<file path="src/rtl/core/wtg_pkg.sv">
// Wavetable generator package: widths, codes, register map, reset values, noise
// seeds and the config/control/status structs. No dependencies.
`default_nettype none

package wtg_pkg;

	localparam int unsigned TABLE_SIZE_DEF = 1024;
	localparam int unsigned DATA_W         = 32;
	localparam int unsigned IDX_W          = 10;
	localparam int unsigned SAMPLE_W       = 16;
	localparam int unsigned COEF_W         = 15;
	localparam int unsigned KIND_W         = 2;
	localparam int unsigned PADDR_W        = 4;
	localparam int unsigned PDATA_W        = 32;
	localparam int unsigned REG_IDX_W      = 2;
	localparam int unsigned QUO_W          = 31;
	localparam int unsigned DCNT_W         = 5;

	localparam logic [KIND_W-1:0] KIND_SQUARE = 2'd0;
	localparam logic [KIND_W-1:0] KIND_TRI    = 2'd1;
	localparam logic [KIND_W-1:0] KIND_RAMP   = 2'd2;
	localparam logic [KIND_W-1:0] KIND_NOISE  = 2'd3;

	localparam logic ACT_BUILD = 1'b0;
	localparam logic ACT_READ  = 1'b1;

	localparam logic [REG_IDX_W-1:0] REG_KIND = 2'd0;
	localparam logic [REG_IDX_W-1:0] REG_SOFT = 2'd1;
	localparam logic [REG_IDX_W-1:0] REG_COEF = 2'd2;

	localparam logic [KIND_W-1:0] KIND_RST = KIND_SQUARE;
	localparam logic              SOFT_RST = 1'b0;
	localparam logic [COEF_W-1:0] COEF_RST = 15'd33;

	localparam logic [DATA_W-1:0] NOISE_SEED1 = 32'h6745_2301;
	localparam logic [DATA_W-1:0] NOISE_SEED2 = 32'hefcd_ab89;

	typedef struct packed {
		logic [KIND_W-1:0] kind;
		logic              soft_en;
		logic [COEF_W-1:0] coef;
	} cfg_t;

	typedef struct packed {
		logic rd_start;
		logic build_start;
		logic fill_wr;
		logic sm_mul;
		logic sm_wr;
		logic nr_rd;
		logic nr_ld;
		logic nr_step;
		logic nr_wr;
		logic build_ack;
	} cmd_t;

	typedef struct packed {
		logic last;
		logic div_last;
		logic peak_zero;
		logic out_free;
		logic rd_pending;
	} sts_t;

endpackage

`default_nettype wire

</file>
<file path="src/rtl/core/wtg_regs.sv">
// APB configuration registers: wave kind, smoothing enable, coefficient.
// Depends on wtg_pkg.
`default_nettype none

module wtg_regs (
	input  wire                            clk,
	input  wire                            arst_n,
	input  wire                            psel,
	input  wire                            penable,
	input  wire                            pwrite,
	input  wire [wtg_pkg::PADDR_W-1:0]     paddr,
	input  wire [wtg_pkg::PDATA_W-1:0]     pwdata,
	output logic [wtg_pkg::PDATA_W-1:0]    prdata,
	output logic                           pready,
	output wtg_pkg::cfg_t                  cfg
);
	import wtg_pkg::*;

	logic [REG_IDX_W-1:0] reg_idx;
	logic                 wr_en;
	cfg_t                 cfg_q;

	assign reg_idx = paddr[PADDR_W-1:2];
	assign wr_en   = psel && penable && pwrite;
	assign pready  = 1'b1;
	assign cfg     = cfg_q;

	always_ff @(posedge clk or negedge arst_n) begin
		if (!arst_n) begin
			cfg_q.kind    <= KIND_RST;
			cfg_q.soft_en <= SOFT_RST;
			cfg_q.coef    <= COEF_RST;
		end else if (wr_en) begin
			case (reg_idx)
				REG_KIND: cfg_q.kind    <= pwdata[KIND_W-1:0];
				REG_SOFT: cfg_q.soft_en <= pwdata[0];
				REG_COEF: cfg_q.coef    <= pwdata[COEF_W-1:0];
				default: ;
			endcase
		end
	end

	always_comb begin
		case (reg_idx)
			REG_KIND: prdata = PDATA_W'(cfg_q.kind);
			REG_SOFT: prdata = PDATA_W'(cfg_q.soft_en);
			REG_COEF: prdata = PDATA_W'(cfg_q.coef);
			default:  prdata = '0;
		endcase
	end

endmodule

`default_nettype wire

</file>
<file path="config.mk">
export PLATFORM = sky130hd
export DESIGN_NAME = wtg_regs
export DESIGN_NICKNAME = d
export VERILOG_FILES = /design/src/rtl/core/wtg_pkg.sv /design/src/rtl/core/wtg_regs.sv
export SDC_FILE = /design/constraint.sdc
export NUM_CORES = 1
export LEC_CHECK = 0
export BUFFER_PORTS_ARGS = -buffer_cell sky130_fd_sc_hd__buf_2
export CORE_MARGIN = 4
export CORE_UTILIZATION = 41
export CTS_BUF_LIST = sky130_fd_sc_hd__clkbuf_4 sky130_fd_sc_hd__clkbuf_8
export CTS_CLUSTER_SIZE = 10
export DETAILED_ROUTE_END_ITERATION = 8
export HOLD_SLACK_MARGIN = 0.06
export PLACE_DENSITY_LB_ADDON = 0.2
export RECOVER_POWER = 25
export SLEW_MARGIN = 0
export SYNTH_ARGS = -nofsm -noshare
export SYNTH_HDL_FRONTEND = slang
export SYNTH_SLANG_ARGS = --single-unit
</file>
<file path="constraint.sdc">
create_clock -name clk -period 2.4 [get_ports clk]
set_clock_uncertainty 0.15 [all_clocks]
set_input_delay 0.12 -clock clk [delete_from_list [all_inputs] [get_ports clk]]
set_output_delay 0.12 -clock clk [all_outputs]
set_load 0.01 [all_outputs]
</file>
### Word-level counts from Yosys, hierarchy flattened

Index checks and enable logic that the tools add are counted.

| storage, ports and cells | value |
|---|---|
| flip-flop bits (word level) | 18 |
| input bits | 41 |
| output and inout bits | 51 |
| logic and storage cells | 12 |

| cells by class | value |
|---|---|
| equality and inequality tests | 2 |
| mux-type cells | 1 |
| reduce and logical (&&, ||, !) cells | 6 |

Operator list:

| kind | count |
|---|---|
| one-hot mux 15 bit (3 select lines) | 1 |
| AND reduction 2 bit | 3 |
| equality test 2 x 1 -> 1 bit, second input constant | 1 |
| equality test 2 bit, second input constant | 1 |
| logical AND 1 bit | 2 |
| zero test 2 bit | 1 |

### Logic depth before layout (Yosys ltp)

| logic depth | value |
|---|---|
| word-level depth | 3 |
| gate-level depth with buffers | 4 |
| gate-level depth less buffers | 3 |

### Worst setup path before layout

Ideal clock, no wire load.

| timing path | value |
|---|---|
| path kind | input -> register |
| start point | input pwrite |
| end point | register cfg_q, in the netlist cfg[11] |
| setup time | 0.125 ns |
| arrival time | 1.019 ns |
| data required time | 2.125 ns |
| path slack | 1.106 ns |
| stages on the path | 4 |
| buffers on the path | 1 |
| path through | nand3_2 > nor3b_4 > buf_8 > mux2_4 |

| on the way | value |
|---|---|
| word-level cells in the longest chain between the ends | 2 |

RTL lines:

| what | RTL line | source |
|---|---|---|
| from (decl) | wtg_regs.sv:10 | `input wire pwrite,` |
| logical AND 1 bit | wtg_regs.sv:24 | `assign wr_en = psel && penable && pwrite;` |
| AND reduction 2 bit (no line) | - |  |
| to (decl) | wtg_regs.sv:21 | `cfg_t cfg_q;` |

No other way between the ends.
A chain may end at the register's enable or synchronous reset.

### Worst setup path in the final report

| timing path | value |
|---|---|
| start point | input paddr[3] (netlist bit) |
| end point | output prdata[6] (netlist bit) |

| on the way | value |
|---|---|
| word-level cells in the longest chain between the ends | 2 |
| elaborated cells on any way between the ends | 4 |
| classes of those cells | 2 x eq/ne; 1 x mux; 1 x reduce/logical |

RTL lines:

| what | RTL line | source |
|---|---|---|
| from (decl) | wtg_regs.sv:11 | `input wire [wtg_pkg::PADDR_W-1:0] paddr,` |
| equality test 2 bit, or another cell as far along | wtg_regs.sv:44 | `case (reg_idx)` |
| one-hot mux 15 bit (3 select lines) (*) | wtg_regs.sv:44 |  |
| to (decl) | wtg_regs.sv:13 | `output logic [wtg_pkg::PDATA_W-1:0] prdata,` |

Mark *: on every way between the ends. The rest lies on a longest branch, timed or not.

==> out/results.ini <==
[sta]
fmax_ghz = 0.651
setup_viol = 0
holdWs_ns = 0.119
fin_setup_tns_ns = 0
hold_violations = 0
slew_violations = 0
fin_crit_ns = 1.54
worst_pin_slew_ns = 0.944
period_share_pct = 64.0
slew_headroom_pct = 37.0
rsz0062_at_grt = false

[synth]
syn_area_per_cell_um2 = 12.6
ys_seq_elements = 18
synth-seq-area-share_pct = 44.5
yosysTopAreaCellShare_pct = 39.4
synth_area_leader_cell = dfrtp_1
synth_cells = 81
yosys-top-cells-area = dfrtp_1, mux2_4, buf_4, mux2_2, and2_1
netlist_area_mm2 = 0.00102
yosys_warnings = 0
yosysUniqueCellTypes = 18

[floorplan]
initial_core_util_pct = 44.7
design.core.area_mm2 = 0.00228
io_pins = 92
dieArea_mm2 = 0.00334
dieHeight_um = 57.8
die_w_um = 57.8
rows = 17

[worst_setup_path]
cp_cell_sequence = buf_2, nor2b_1, and2_1, buf_2
cp.arrival_ns = 1.27
crit_path_max_incr_delay_ns = 0.66
worst_path_max_delay_cell = nor2b_1
required_ns = 2.13
cp_max_fo = 14
path_class = in2out
reg2reg_slack_ns = 1.46
crit_path_frequent_cell = buf_2
cp-end-kind = output port
start_kind = primary input

[detailed_routing]
totalWireLength_um = 2210
viasPerCell = 4.42
num_vias = 795
first_pass_iters = 2
drt-initial-drc-count = 5
wl_per_cell_um = 12.3
drc = 0
ant_nets = 0

[status]
status = finished, final reports clean

[cts]
worstSkewPairLatency_ns = 0.29
cts_made_buffers = 3
cts_tree = built
clock_tree.root_cell = clkbuf_4
htreeDepth = 1
cts-resized-gates = 0
clk_pin_slew_ns = 0.10
cts.sinks = 18
clock_path_buffers = 2

[pwr]
leakage_nw = 0.772
power_mw = 0.934
ir_worst_vdd_uv = 492
p_per_area_mw_per_mm2 = 652

[place]
dp_cells = 160
gp_congestion = 0.665
io_buffer_count = 54

[grt]
antenna_found_initial = 0
track_usage_pct = 13.7
grt_overflow_total = 0
grt_max_degree = 19
grt_pass1_vias = 809
grt_first_pass_wirelength_um = 3530

[final_layout]
layout-drive-gt1-share_pct = 52.6
areaGrowthSynthToFinish_pct = 40.7
diodes = 0
final_cells = 180
largest_reg_flops = 18
fillers = 195
layout_commonest_cell = buf_2
most-common-layout-cells = buf_2, conb_1, dfrtp_1, dlygate4sd3_1, and2_1
layout.nets = 194

[hold_path]
min_path_type = in2reg

[job]
maxCapViolations = 0

-- Yosys cell counts (all sizes together) --
| library cell | instances |
|---|---|
| nand3 | 1 |
| dfstp | 2 |
| nor3b | 2 |
| nor2b | 1 |
| mux2i | 2 |
| buf | 19 |
| and2 | 13 |
| conb | 2 |
| nor2 | 1 |
| or3 | 1 |
| nand2 | 1 |
| o21ai | 1 |
| clkbuf | 1 |
| mux2 | 18 |
| dfrtp | 16 |
-- metrics by stage --
step	setup slack (ns)	util, %	instance area [µm²]
2_1_floorplan	1.11	-	1080
3_3_place_gp	0.758	54.3	1240
3_5_place_dp	0.706	54.3	1240
4_1_cts	0.791	62.9	1430
5_1_grt	0.692	62.9	1430
6_report	0.865	62.9	1430
-- per-layer routing --
metal	GRT usage, %	part of all wire [%]	vias to the layer above	wire (µm)
li1	-	-	374	-
met3	2.23	11	0	250
met1	15.1	36	375	795
met4	3.97	0	0	0
met2	26.5	53	46	1170
met5	0	0	-	0
-- where the power goes --
part	switching [mW]	internal [mW]	leakage, nW
Clock	0.0924	0.0923	0.0210
Combinational	0.141	0.179	0.534
Sequential	0.0493	0.380	0.217
-- worst max-delay path, delay by kind of cell --
kind | cells | cell delay (ns)
buf+inv | 2 | 0.26
simple gates | 2 | 0.88
-- repair_timing --
item                                   in CTS  in global routing
endpoints found under the hold margin      36                  0
hold buffers                               16                  0
setup buffers                               0                  0
-- layout make-up --
type / count / area (µm²) / share of cell area [%]
clock buffer: 4 / 36.3 / 2.53
multi-input combinational: 59 / 470 / 32.9
sequential: 18 / 453 / 31.6
tap: 28 / 35.0 / 2.45
timing repair buffer: 71 / 437 / 30.5
-- logic make-up after synthesis --
family / after synthesis / synth area share (%)
other: 2 / 0.738
DFF: 18 / 44.5
buffers and inverters: 20 / 15.1
AOI/OAI and AO/OA: 1 / 0.492
and+or+nand+nor: 20 / 13.5
muxes: 20 / 25.6
-- worst paths after layout --
path	depth (start not counted)	startpoint	to
min in group asynchronous	2	arst_n	cfg[17]
max in group asynchronous	2	arst_n	cfg[3]
worst min register to register	1	cfg[8]	cfg[8]
worst max-delay path	4	paddr[3]	prdata[6]
worst max register to register	1	cfg[13]	cfg[13]
worst min-delay path	3	paddr[3]	cfg[15]
No activity file was read; power rests on OpenSTA's default activity.
