[config.mk]
export PLATFORM = sky130hd
export DESIGN_NAME = wtg_ctrl
export DESIGN_NICKNAME = d
export VERILOG_FILES = /design/src/rtl/core/wtg_pkg.sv /design/src/rtl/core/wtg_ctrl.sv
export SDC_FILE = /design/constraint.sdc
export NUM_CORES = 1
export LEC_CHECK = 0
export BUFFER_PORTS_ARGS = -buffer_cell sky130_fd_sc_hd__buf_2
export CORE_AREA = 2 2 39 41
export CTS_BUF_LIST = sky130_fd_sc_hd__clkbuf_4 sky130_fd_sc_hd__clkbuf_8
export DETAILED_ROUTE_END_ITERATION = 10
export DIE_AREA = 0 0 41 43
export GPL_TIMING_DRIVEN = 0
export PLACE_DENSITY = 0.7
export SYNTH_ARGS = -nofsm -noshare
export SYNTH_HDL_FRONTEND = slang
export SYNTH_SLANG_ARGS = --single-unit
[constraint.sdc]
create_clock -name clk -period 2.4 [get_ports clk]
set_clock_uncertainty 0.2 [all_clocks]
set_input_delay 0.24 -clock clk [delete_from_list [all_inputs] [get_ports clk]]
set_output_delay 0.24 -clock clk [all_outputs]
set_load 0.02 [all_outputs]
[src/rtl/core/wtg_pkg.sv]
// Wavetable generator package: widths, codes, register map, reset values, noise
// seeds and the config/control/status structs. No dependencies.
`default_nettype none

package wtg_pkg;

	localparam int unsigned TABLE_SIZE_DEF = 1024;
	localparam int unsigned DATA_W         = 32;
	localparam int unsigned IDX_W          = 10;
	localparam int unsigned SAMPLE_W       = 16;
	localparam int unsigned COEF_W         = 15;
	localparam int unsigned KIND_W         = 2;
	localparam int unsigned PADDR_W        = 4;
	localparam int unsigned PDATA_W        = 32;
	localparam int unsigned REG_IDX_W      = 2;
	localparam int unsigned QUO_W          = 31;
	localparam int unsigned DCNT_W         = 5;

	localparam logic [KIND_W-1:0] KIND_SQUARE = 2'd0;
	localparam logic [KIND_W-1:0] KIND_TRI    = 2'd1;
	localparam logic [KIND_W-1:0] KIND_RAMP   = 2'd2;
	localparam logic [KIND_W-1:0] KIND_NOISE  = 2'd3;

	localparam logic ACT_BUILD = 1'b0;
	localparam logic ACT_READ  = 1'b1;

	localparam logic [REG_IDX_W-1:0] REG_KIND = 2'd0;
	localparam logic [REG_IDX_W-1:0] REG_SOFT = 2'd1;
	localparam logic [REG_IDX_W-1:0] REG_COEF = 2'd2;

	localparam logic [KIND_W-1:0] KIND_RST = KIND_SQUARE;
	localparam logic              SOFT_RST = 1'b0;
	localparam logic [COEF_W-1:0] COEF_RST = 15'd33;

	localparam logic [DATA_W-1:0] NOISE_SEED1 = 32'h6745_2301;
	localparam logic [DATA_W-1:0] NOISE_SEED2 = 32'hefcd_ab89;

	typedef struct packed {
		logic [KIND_W-1:0] kind;
		logic              soft_en;
		logic [COEF_W-1:0] coef;
	} cfg_t;

	typedef struct packed {
		logic rd_start;
		logic build_start;
		logic fill_wr;
		logic sm_mul;
		logic sm_wr;
		logic nr_rd;
		logic nr_ld;
		logic nr_step;
		logic nr_wr;
		logic build_ack;
	} cmd_t;

	typedef struct packed {
		logic last;
		logic div_last;
		logic peak_zero;
		logic out_free;
		logic rd_pending;
	} sts_t;

endpackage

`default_nettype wire

[src/rtl/core/wtg_ctrl.sv]
// Build/read sequencer: accepts items, steps the fill, smoothing and
// normalization passes. Depends on wtg_pkg.
`default_nettype none

module wtg_ctrl (
	input  wire           clk,
	input  wire           arst_n,
	input  wtg_pkg::cfg_t cfg,
	input  wire           req_valid,
	input  wire           req_action,
	output logic          req_ready,
	input  wtg_pkg::sts_t sts,
	output wtg_pkg::cmd_t cmd
);
	import wtg_pkg::*;

	localparam logic [3:0] S_IDLE   = 4'd0;
	localparam logic [3:0] S_FILL   = 4'd1;
	localparam logic [3:0] S_SM_MUL = 4'd2;
	localparam logic [3:0] S_SM_WR  = 4'd3;
	localparam logic [3:0] S_NR_RD  = 4'd4;
	localparam logic [3:0] S_NR_LD  = 4'd5;
	localparam logic [3:0] S_NR_DIV = 4'd6;
	localparam logic [3:0] S_NR_WR  = 4'd7;
	localparam logic [3:0] S_DONE   = 4'd8;

	logic [3:0] state_q;
	logic [3:0] state_d;
	logic       accept;
	logic       smooth_en;

	assign req_ready = (state_q == S_IDLE) && (!sts.rd_pending || sts.out_free);
	assign accept    = req_valid && req_ready;
	assign smooth_en = cfg.soft_en && (cfg.kind != KIND_NOISE);

	always_comb begin
		state_d = state_q;
		cmd     = '0;
		case (state_q)
			S_IDLE: begin
				if (accept) begin
					if (req_action == ACT_READ) begin
						cmd.rd_start = 1'b1;
					end else begin
						cmd.build_start = 1'b1;
						state_d = smooth_en ? S_SM_MUL : S_FILL;
					end
				end
			end
			S_FILL: begin
				cmd.fill_wr = 1'b1;
				if (sts.last) begin
					state_d = S_DONE;
				end
			end
			S_SM_MUL: begin
				cmd.sm_mul = 1'b1;
				state_d = S_SM_WR;
			end
			S_SM_WR: begin
				cmd.sm_wr = 1'b1;
				state_d = sts.last ? S_NR_RD : S_SM_MUL;
			end
			S_NR_RD: begin
				if (sts.peak_zero) begin
					state_d = S_DONE;
				end else begin
					cmd.nr_rd = 1'b1;
					state_d = S_NR_LD;
				end
			end
			S_NR_LD: begin
				cmd.nr_ld = 1'b1;
				state_d = S_NR_DIV;
			end
			S_NR_DIV: begin
				cmd.nr_step = 1'b1;
				if (sts.div_last) begin
					state_d = S_NR_WR;
				end
			end
			S_NR_WR: begin
				cmd.nr_wr = 1'b1;
				state_d = sts.last ? S_DONE : S_NR_RD;
			end
			S_DONE: begin
				if (sts.out_free) begin
					cmd.build_ack = 1'b1;
					state_d = S_IDLE;
				end
			end
			default: state_d = S_IDLE;
		endcase
	end

	always_ff @(posedge clk or negedge arst_n) begin
		if (!arst_n) begin
			state_q <= S_IDLE;
		end else begin
			state_q <= state_d;
		end
	end

endmodule

`default_nettype wire

Word level (Yosys, flattened, before mapping) --
Cells that the tools add are included.
Cells by class: order comparisons 0, shift operators 0, eq/ne operators 14, add/subtract/negate cells 0, div/mod/pow operators 0, reduce and logical (&&, ||, !) cells 7, multiplexer cells 24, $mul 0, bitwise logic cells 0
Operators with widths (number):
- $pmux W4 S9 | 1
- $mux W4 | 7
- $eq A4 B3 Y1 const B | 4
- $mux W1 | 12
- $ne A2 B2 Y1 const B | 6
- $eq A4 B2 Y1 const B | 2
- $mux W2 | 3
- $reduce_and A5 Y1 | 1
- $eq A4 B1 Y1 const B | 1
- $eq A4 B4 Y1 const B | 1
- $logic_not A4 Y1 | 1
- $logic_and A1 B1 Y1 | 3
- $mux W3 | 1
- $logic_not A1 Y1 | 1
- $logic_or A1 B1 Y1 | 1
Storage, ports and cells: register bits 4, memories kept 0, ROM bits 0, word-level logic and storage cells 46, input port bits 27, RAM bits 0, latch bits 0

Depth between registers and ports, before layout --
depth after elaboration 6, gate-level depth with buffers 5

Worst setup path before layout --
No wires, ideal clock.
kind flip-flop to output port, from register state_q[3], to output cmd[8] (netlist name), data required time 1.960 ns, path buffers 1, path slack -0.050 ns, arrival 2.010 ns, cell stages (with the launch flop) 6, cell sequence dfrtp_1 > or2_1 > buf_6 > nor4_1 > nand2_1 > nor2_1
RTL lines:
- start: declaration | RTL line wtg_ctrl.sv:27 | logic [3:0] state_q;
- start signal: assignment | RTL line wtg_ctrl.sv:100 | state_q <= state_d;
- end: declaration | RTL line wtg_ctrl.sv:13 | output wtg_pkg::cmd_t cmd

==> run_results.csv <==
group,metric,value,unit
route,drt_wl_total,1.07,mm
sta,hold_viol,0,
route,top_layer_used,"met4",
sta,period_share,89.2,%
cells_and_area,utilization,42.5,%
worst_setup_path,critPathTopFamily,"simple AND/OR/NAND/NOR gates",
yosys,synth.area.top_cells,"dfrtp_1 (24%), nor2_1 (9.9%), mux2_4 (7.2%)",
yosys,ys_seq_elements,4,
sta,fmax,0.467,GHz
placement,portBuffers,22,
yosys,synthesis.area,419,um2
cells_and_area,fin_nets,110,
worst_setup_path,end_kind,"output port",
route,viasPerCell,4.88,
cts,cts_max_path_buffers,2,
cts,cts_tree,"built",
floorplan,die_area,1760,um2
cells_and_area,antenna_cells,0,
worst_setup_path,critPathLaunchType,"flop",
worst_setup_path,crit_path_top_delay_cell,"dfrtp_1",
cts,cts_buffers,3,
cells_and_area,fill_cells,163,
worst_setup_path,cp.arrival,1700,ps
worst_setup_path,path_cells,"or2_1, buf_6, nor4_2, nand2_1, nor2_1, buf_2",
sta,min_period,2140,ps
floorplan,die-width,41,um
cts,insertion_delay,230,ps
yosys,synth.most_common_cell,"nor2_1",
cells_and_area,largest_register_ffs,4,
min_path,hold_class,"in -> async",
worst_setup_path,cp.depth,6,
yosys,synth_edf_count,0,
yosys,synth_area_per_cell,7.62,um2
worst_setup_path,critPathMaxFanout,9,
sta,maxSlewViolCount,0,
global_route,grt.total_usage,14.4,%
worst_setup_path,r2r_slack,450,ps
placement,gp_congestion,0.807,
cts,clock_sinks,4,
route,antenna_left,0,
cts,cts-root-buf,"clkbuf_4",
worst_setup_path,crit_start,"state_q[3]",
route,drc,0,
floorplan,core_area,1380,um2
yosys,yosysTopAreaCell,"dfrtp_1",
route,detail_route.wl_per_cell,11.0,um
sta,tightest_slew,463,ps
global_route,grt_pass1_wl,1.70,mm
cts,post_cts_buffers,0,
yosys,synth_seq_area_share,23.9,%
yosys,yosys.area.top_type_share,23.9,%
sta,setup_viol,0,
cells_and_area,drive_gt1_share,38.3,%
worst_setup_path,endpoint,"cmd[8]",
yosys,synth_common_cells,"nor2_1 (11), nand2_1 (5), dfrtp_1 (4), nand2b_1 (4), a21o_1 (3)",
worst_setup_path,rr_endpoint,"state_q[3]",
run,drv_cap,0,
yosys,synth_nets,82,
global_route,antenna_found_initial,0,
route,wl_met3,55,um
sta,rsz0062_at_grt,"false",
floorplan,pin_count,38,
pwr,p_per_area,1300,nW/um2
route,dr_total_vias,473,
yosys,yosysWarnings,0,
worst_setup_path,worst-path-buf-inv,2,
sta,fin_setup_tns,0,ps
yosys,synth_ff_type,"dfrtp_1",
cells_and_area,reg_top3,"state_q: 4 flops",
cts,ctsHtreeMaxLevel,1,
global_route,first_global_vias,403,
worst_setup_path,ff2ff_path_depth,5,
route,dr.first_iter.drc_count,4,
route,drtPass1Iterations,4,
global_route,grt_max_degree,11,
worst_setup_path,cp.required,1960,ps
route,wl_met2,515,um
yosys,postSynthCellCount,55,
pwr,vdd_drop_max,0.000438,V
sta,relSlewSlack,69.1,%
pwr,p_leak,0.000307,uW
global_route,grt_overflow,0,
floorplan,rows,14,
worst_setup_path,r2r_start,"state_q[3]",
floorplan,dieHeight,43,um
yosys,async_reset_ff_share,100,%
yosys,ys_types,26,
cts,clk_pin_slew,40,ps
floorplan,start_util,30.3,%
cells_and_area,regMostFlops,"state_q",
cells_and_area,synthToLayoutAreaGrowth,40.3,%
placement,dp_hpwl,836,um
worst_setup_path,slowest_delay,450,ps
status,status,"complete, no violations",
worst_setup_path,crit_type,"reg -> out",
route,wl_met1,478,um
## stage by stage
| stage | instance area [um2] | setup WS, ps | hold WS (ps) | cells | power (uW) |
|---|---|---|---|---|---|
| global route | 588 | 91.6 | 148 | 97 | 833 |
| CTS | 588 | 248 | 137 | 97 | 768 |
| detailed placement | 556 | 456 | -154 | 93 | 680 |
| global placement | 556 | 448 | -154 | 93 | 667 |
| finish | 588 | 260 | 137 | 97 | 765 |
| floorplan | 425 | 236 | -256 | 55 | 558 |
## logic make-up after synthesis
family / after synthesis / synth area share [%]
buf+inv: 4 / 5.37
compound gates: 10 / 20.0
mux: 2 / 7.16
simple gates: 35 / 43.6
flops: 4 / 23.9
## final cells by class
| cell class | count | area, um2 | area share [%] |
|---|---|---|---|
| Buffer | 4 | 22.5 | 3.83 |
| Timing Repair Buffer | 23 | 120 | 20.4 |
| Multi-Input combinational cell | 47 | 303 | 51.5 |
| Sequential cell | 4 | 100 | 17.0 |
| Clock buffer | 3 | 22.5 | 3.83 |
| Tap cell | 16 | 20.0 | 3.40 |
## layer usage
metal  up-vias  global-route usage, %
li1        250                      -
met1       207                   19.2
met2        14                   21.6
met3         2                   3.14
met4         0                   6.00
met5         -                      0
## layout by cell type, fill, tap and decap left out, drive strengths merged, types with 2 or more instances in the layout
cell type / count
a21o: 3
a21oi: 2
and3: 2
buf: 24
clkbuf: 5
dfrtp: 4
mux2: 2
nand2: 5
nand2b: 4
nor2: 11
nor2b: 2
nor3: 2
nor4: 2
or2: 2
## timing repair
action                    4_1_cts  5_1_grt
resized for setup               0        0
hold buffers                    1        0
hold endpoints to repair        4        0
## how the worst min path moves through the flow
stage | start | to | cells after the start | slack [ps]
floorplan | arst_n | state_q[0] | 0 | -260
global placement | arst_n | state_q[3] | 1 | -150
detailed placement | arst_n | state_q[0] | 1 | -150
CTS | arst_n | state_q[3] | 2 | 140
global route | arst_n | state_q[1] | 2 | 150
finish | arst_n | state_q[3] | 2 | 140
## worst reg2reg max path, stage by stage (launching register included)
cell	delay, ps
dfrtp_1	450
or2_1	270
buf_6	130
a21o_1	160
o32a_4	330
mux2_4	300
## report_power, final
group          switching, uW  internal, uW  leakage, uW  total [uW]
logic                    298           252     0.000242         550
registers               34.2          99.6    0.0000508         134
clock network           25.4          55.8    0.0000138        81.1
total                    357           408     0.000307         765
Power figures use the tool's default switching activity.
